**config.mk**
```make
export PLATFORM = sky130hd
export DESIGN_NAME = msr_div
export DESIGN_NICKNAME = d
export VERILOG_FILES = /design/src/rtl/msr_div.sv
export SDC_FILE = /design/constraint.sdc
export NUM_CORES = 1
export LEC_CHECK = 0
export BUFFER_PORTS_ARGS = -buffer_cell sky130_fd_sc_hd__clkbuf_2
export CAP_MARGIN = 20
export CORE_ASPECT_RATIO = 1.2
export CORE_MARGIN = 8
export CORE_UTILIZATION = 40
export CTS_CLUSTER_SIZE = 24
export DETAILED_ROUTE_END_ITERATION = 10
export PLACE_DENSITY_LB_ADDON = 0.2
export SYNTH_ARGS = -nofsm -noshare
export SYNTH_HDL_FRONTEND = slang
export SYNTH_SLANG_ARGS = --single-unit
```
**constraint.sdc**
```tcl
create_clock -name clk -period 4.4 [get_ports clk]
set_input_delay 0 -clock clk [delete_from_list [all_inputs] [get_ports clk]]
set_output_delay 0 -clock clk [all_outputs]
set_load 0.02 [all_outputs]
```
**src/rtl/msr_div.sv**
```systemverilog
`default_nettype none
// ----------------------------------------------------------------------------
// msr_div
// Restoring unsigned divider, one quotient bit per cycle.
// ----------------------------------------------------------------------------
module msr_div #(
	parameter int NW = 37,
	parameter int DW = 21
) (
	input  wire logic          clk,
	input  wire logic          arst_n,
	input  wire logic          start,
	input  wire logic [NW-1:0] num,
	input  wire logic [DW-1:0] den,
	output logic               done,
	output logic      [NW-1:0] quo
);

	localparam int CNTW = $clog2(NW + 1);

	logic [DW-1:0]   rem_q;
	logic [DW-1:0]   den_q;
	logic [CNTW-1:0] cnt_q;
	logic            busy_q;
	logic [DW:0]     rem_sh;
	logic [DW+1:0]   diff;
	logic            ge;

	// one trial subtraction
	assign rem_sh = {rem_q, quo[NW-1]};
	assign diff   = {1'b0, rem_sh} - {2'b0, den_q};
	assign ge     = ~diff[DW+1];

	// control
	always_ff @(posedge clk or negedge arst_n) begin
		if (!arst_n) begin
			busy_q <= 1'b0;
			cnt_q  <= '0;
			done   <= 1'b0;
		end else begin
			done <= 1'b0;
			if (start) begin
				busy_q <= 1'b1;
				cnt_q  <= '0;
			end else if (busy_q) begin
				if (cnt_q == CNTW'(NW - 1)) begin
					busy_q <= 1'b0;
					done   <= 1'b1;
				end
				cnt_q <= cnt_q + 1'b1;
			end
		end
	end

	// datapath: numerator shifts out as quotient shifts in
	always_ff @(posedge clk) begin
		if (start) begin
			rem_q <= '0;
			den_q <= den;
			quo   <= num;
		end else if (busy_q) begin
			rem_q <= ge ? diff[DW-1:0] : rem_sh[DW-1:0];
			quo   <= {quo[NW-2:0], ge};
		end
	end

endmodule
`default_nettype wire

```
======== After elaboration in Yosys (flattened, before gate mapping) ========
Cells that the tools add are included.
word-level totals
  output and inout bits ................... 38
  input port bits ......................... 61
  bits in registers ....................... 87
  logic and storage cells ................. 22
operators by class
  multiplexer cells ....................... 11
  add/sub/neg operators ................... 2
  equality and inequality tests ........... 1
  bitwise logic cells ..................... 1
  reduce and logical (&&, ||, !) cells .... 1
operator list
  operator             count
  $mux 37              2
  $sub 22x21->23       1
  $mux 21              1
  $mux 6               2
  $add 6x1->6 const B  1
  $eq 6x6->1 const B   1
  $mux 1               6
  $reduce_bool 2->1    1
  $not 1->1            1

======== Logic depth before layout (Yosys ltp) ========
  word-level depth ........................ 4
  mapped depth ............................ 12
  mapped depth without buffers ............ 11

======== Worst setup path before layout ========
Ideal clock, no wire load.
  path type ............................... register to register
  start point ............................. register quo[36]
  end point ............................... register quo[0], data pin
  period minus slack after synthesis ...... 2.802 ns
  library setup time ...................... 0.260 ns
  data required time ...................... 4.140 ns
  arrival time ............................ 2.542 ns
  buffers on the path ..................... 1
  setup slack ............................. 1.598 ns
  stages on the path, launching flop included .. 12
  cells stage by stage .................... edfxtp_1 > inv_1 > ha_1 > inv_1 > fa_1 > a211oi_1 > o21ai_2 > nand4_2 > nand3b_4 > a31o_1 > buf_2 > mux2_2
between the ends
  longest elaborated chain between the ends .. 4
ends and longest elaborated chain
  element                   line  RTL
  start: declaration        16    output logic [NW-1:0] quo
  start signal: assignment  60    quo <= num;
  start signal: assignment  63    quo <= {quo[NW-2:0], ge};
  $sub 22x21->23            31    assign diff = {1'b0, rem_sh} - {2'b0, den_q};
  $not 1->1                 32    assign ge = ~diff[DW+1];
  $mux 37                   61    end else if (busy_q) begin
  $mux 37                   57    if (start) begin
No other way between the ends. The select of a mux whose other input is x is not followed.
A chain may end at the register's enable or synchronous reset.

======== Worst setup path after layout ========
Same ends and word-level chain as after synthesis.

==> qor.yml <==
status: "complete, no violations"
finalCritPeriodShare_pct: 68.6
cts_tree: "built"
drv_slew: 0
finalSetupViolCount: 0
worstPathArrival_ns: 3.12
cts-root-buf: "clkbuf_16"
period_needed_ns: 3.02
worstPathCellList: "inv_1 -> ha_1 -> inv_1 -> fa_1 -> a211oi_1 -> o21ai_2 -> nand4_2 -> nand3b_4 -> a31o_1 -> buf_8 -> mux2_2"
synthMuxAreaShare_pct: 12.2
gp_congestion: 0.846
avgSynthCellArea_um2: 11.7
p_total_mw: 3.09
totalWireLength_mm: 11.0
post_cts.repair.setup_buffers: 0
die-width_um: 115
startpoint: "quo[36]"
max_slew_margin_pct: 35.0
vias: 3593
critPathMostFrequentCell: "inv_1"
io_pins: 99
path_clk_slew_ns: 0.06
crit_path_max_incr_delay_ns: 0.41
synth_fa_ha_area_share_pct: 6.61
peakVddDrop_mv: 0.251
fmax_ghz: 0.332
hpwl_mm: 7.57
power_per_cell_area_mw_per_mm2: 499
initial_core_util_pct: 40.6
finalHoldViolCount: 0
combPwrFrac_pct: 41.1
via_per_inst: 5.00
finalNetCount: 642
ys_types: 65
yosys.area_share.xor_xnor_pct: 3.76
area_growth_syn_to_layout_pct: 32.8
yosys_warnings: 0
rsz0062_at_grt: "no"
crit_required_ns: 4.50
power_frac_clock_pct: 22.6
cts_resized: 0
worstSetupStartpointType: "flip-flop"
synth_area_mm2: 0.00466
drive_gt1_share_pct: 28.5
synthesis.nets: 483
fin_tns_setup_ns: 0
critical_path_buf_inv_count: 3
p_leak_nw: 2.71
grt_max_degree: 80
grt_pass1_vias: 3793
end_kind: "flip-flop"
layout_commonest_cell: "clkbuf_2"
tightest_slew_ns: 0.975
cts.sinks: 87
die-height_um: 134
die-area_mm2: 0.0154
synth_top_family_by_area: "compound AO/OA/AOI/OAI gates"
synth-edff-count: 58
seqPwrFrac_pct: 36.3
grt_usage_pct: 15.0
num_rows: 43
synth_compound_gate_area_share_pct: 12.5
htreeDepth: 3
antenna_found_initial: 0
drt_pass1_iterations: 4
hold_class: "primary input to asynchronous set/reset pin"
p_sw_mw: 1.09
cp_max_fo: 14
synthCells: 398
synthSimpleGateAreaFrac_pct: 10.5
portBuffers: 98
wire_per_inst_um: 15.3
grt-ovfl-total: 0
num_antenna_cells: 0
core_area_mm2: 0.0115
grt_pass1_wl_mm: 18.3
ys_ff_latch: 87
cp_slowest_cell: "edfxtp_1"
max-cap-violations: 0
ant_nets: 0
synth-seq-area-share_pct: 50.7
ys.flop_type: "edfxtp_1"
async_flop_share_pct: 9.20
path_class: "flip-flop to flip-flop"
drc: 0
clock_skew_ns: 0.00860
crit_family: "compound AO/OA/AOI/OAI gates"
r2r-start: "quo[36]"
drtIter0Drc: 109
p_int_mw: 1.99
switching_share_pct: 35.4
cts_buffer_depth: 2
ff2ff_setup_slack_ns: 1.38
numCtsBuffers: 9
final_cell_mix: "clkbuf_2 (97), dlygate4sd3_1 (59), edfxtp_1 (58)"
clk_latency_ns: 0.35
layer usage:
layer / wire length [µm] / GRT usage (%) / up-vias
met5: 0 / 0 / -
met4: 238 / 6.60 / 0
met3: 682 / 5.26 / 16
met2: 5260 / 24.1 / 92
met1: 4850 / 17.6 / 1695
li1: - / - / 1790
synthesized netlist by cell type, drive strengths merged, types with 2 or more instances:
cell type,count,area (µm²)
o21ai,20,104
clkbuf,5,18.8
nand4b,2,17.5
nand4,4,31.3
nor3,4,20.0
o31ai,3,22.5
mux2i,15,150
a21oi,15,75.1
a41oi,2,17.5
and3,4,25.0
a211oi,9,67.6
or3,3,18.8
dfxtp,21,420
nand2,22,82.6
nand3b,2,27.5
inv,28,105
and2,2,12.5
nor2b,3,18.8
xnor2,12,105
o211ai,2,15.0
nor2,23,86.3
o21a,2,15.0
a21o,6,45.0
nand2b,8,50.1
xor2,8,70.1
dfrtp,8,200
a31oi,7,50.1
ha,23,288
nand3,5,25.0
edfxtp,58,1740
mux2,37,417
buf,9,51.3
worst register-to-register path, delay by kind of cell (launching register included):
kind,cells,cell delay [ns]
AO/OA/AOI/OAI,3,0.89
AND/OR/NAND/NOR,2,0.28
adder cells (fa/ha/maj),2,0.57
buffers and inverters,3,0.37
flip-flops,1,0.41
multiplexers,1,0.27
cell type report:
cell class	count	area (µm²)
Fill cell	991	5280
Sequential cell	87	2360
Multi-Input combinational cell	269	2120
Timing Repair Buffer	162	1130
Clock buffer	10	229
Tap cell	157	196
Inverter	28	105
Clock inverter	6	38.8
path summary, 6_finish.rpt:
path | endpoint | cells past startpoint
worst max-delay path | quo[0] | 11
worst min-delay path | cnt_q[3] | 2
worst max register to register | quo[0] | 11
worst min register to register | rem_q[8] | 2
max in group asynchronous | cnt_q[2] | 2
min in group clk | busy_q | 3
metrics by stage:
step	instance area, µm²	std cells	utilization [%]	hold slack [ns]	worst slack, ns
3_5_place_dp	5310	643	46.3	-0.141	1.22
4_1_cts	6170	718	53.8	0.0216	1.20
3_3_place_gp	5300	642	46.2	-0.138	1.27
6_report	6180	719	54.0	0.0283	1.38
2_1_floorplan	4660	398	-	-0.296	1.60
5_1_grt	6180	719	54.0	0.0382	1.19
logic make-up (layout without fill, tap and decap cells):
| family | count (synthesis) | count (layout) |
|---|---|---|
| adders and majority gates | 24 | 24 |
| xor gates and xnor gates | 20 | 20 |
| and+or+nand+nor | 90 | 90 |
| muxes | 52 | 52 |
| buffers and inverters | 42 | 206 |
| DFF | 87 | 87 |
| AOI/OAI and AO/OA | 83 | 83 |
timing repair:
| item | 4_1_cts | 5_1_grt |
|---|---|---|
| hold endpoints to repair | 66 | 0 |
| setup endpoints to repair | 0 | 0 |
| hold buffers | 59 | 0 |
power groups by stage:
| stage | sequential (mW) | clock [mW] | combinational [mW] |
|---|---|---|---|
| 2_1_floorplan | 1.16 | 0 | 0.922 |
| 3_3_place_gp | 1.13 | 0 | 1.19 |
| 5_1_grt | 1.14 | 0.744 | 1.40 |
| 6_report | 1.12 | 0.697 | 1.27 |
| 3_5_place_dp | 1.13 | 0 | 1.20 |
| 4_1_cts | 1.12 | 0.717 | 1.25 |
state kept, by name (all words and copies together), names as in the netlist:
register,count
rem_q,21
busy_q,1
cnt_q,6
den_q,21
quo,37
done,1
(Power assumes the default switching activity.)
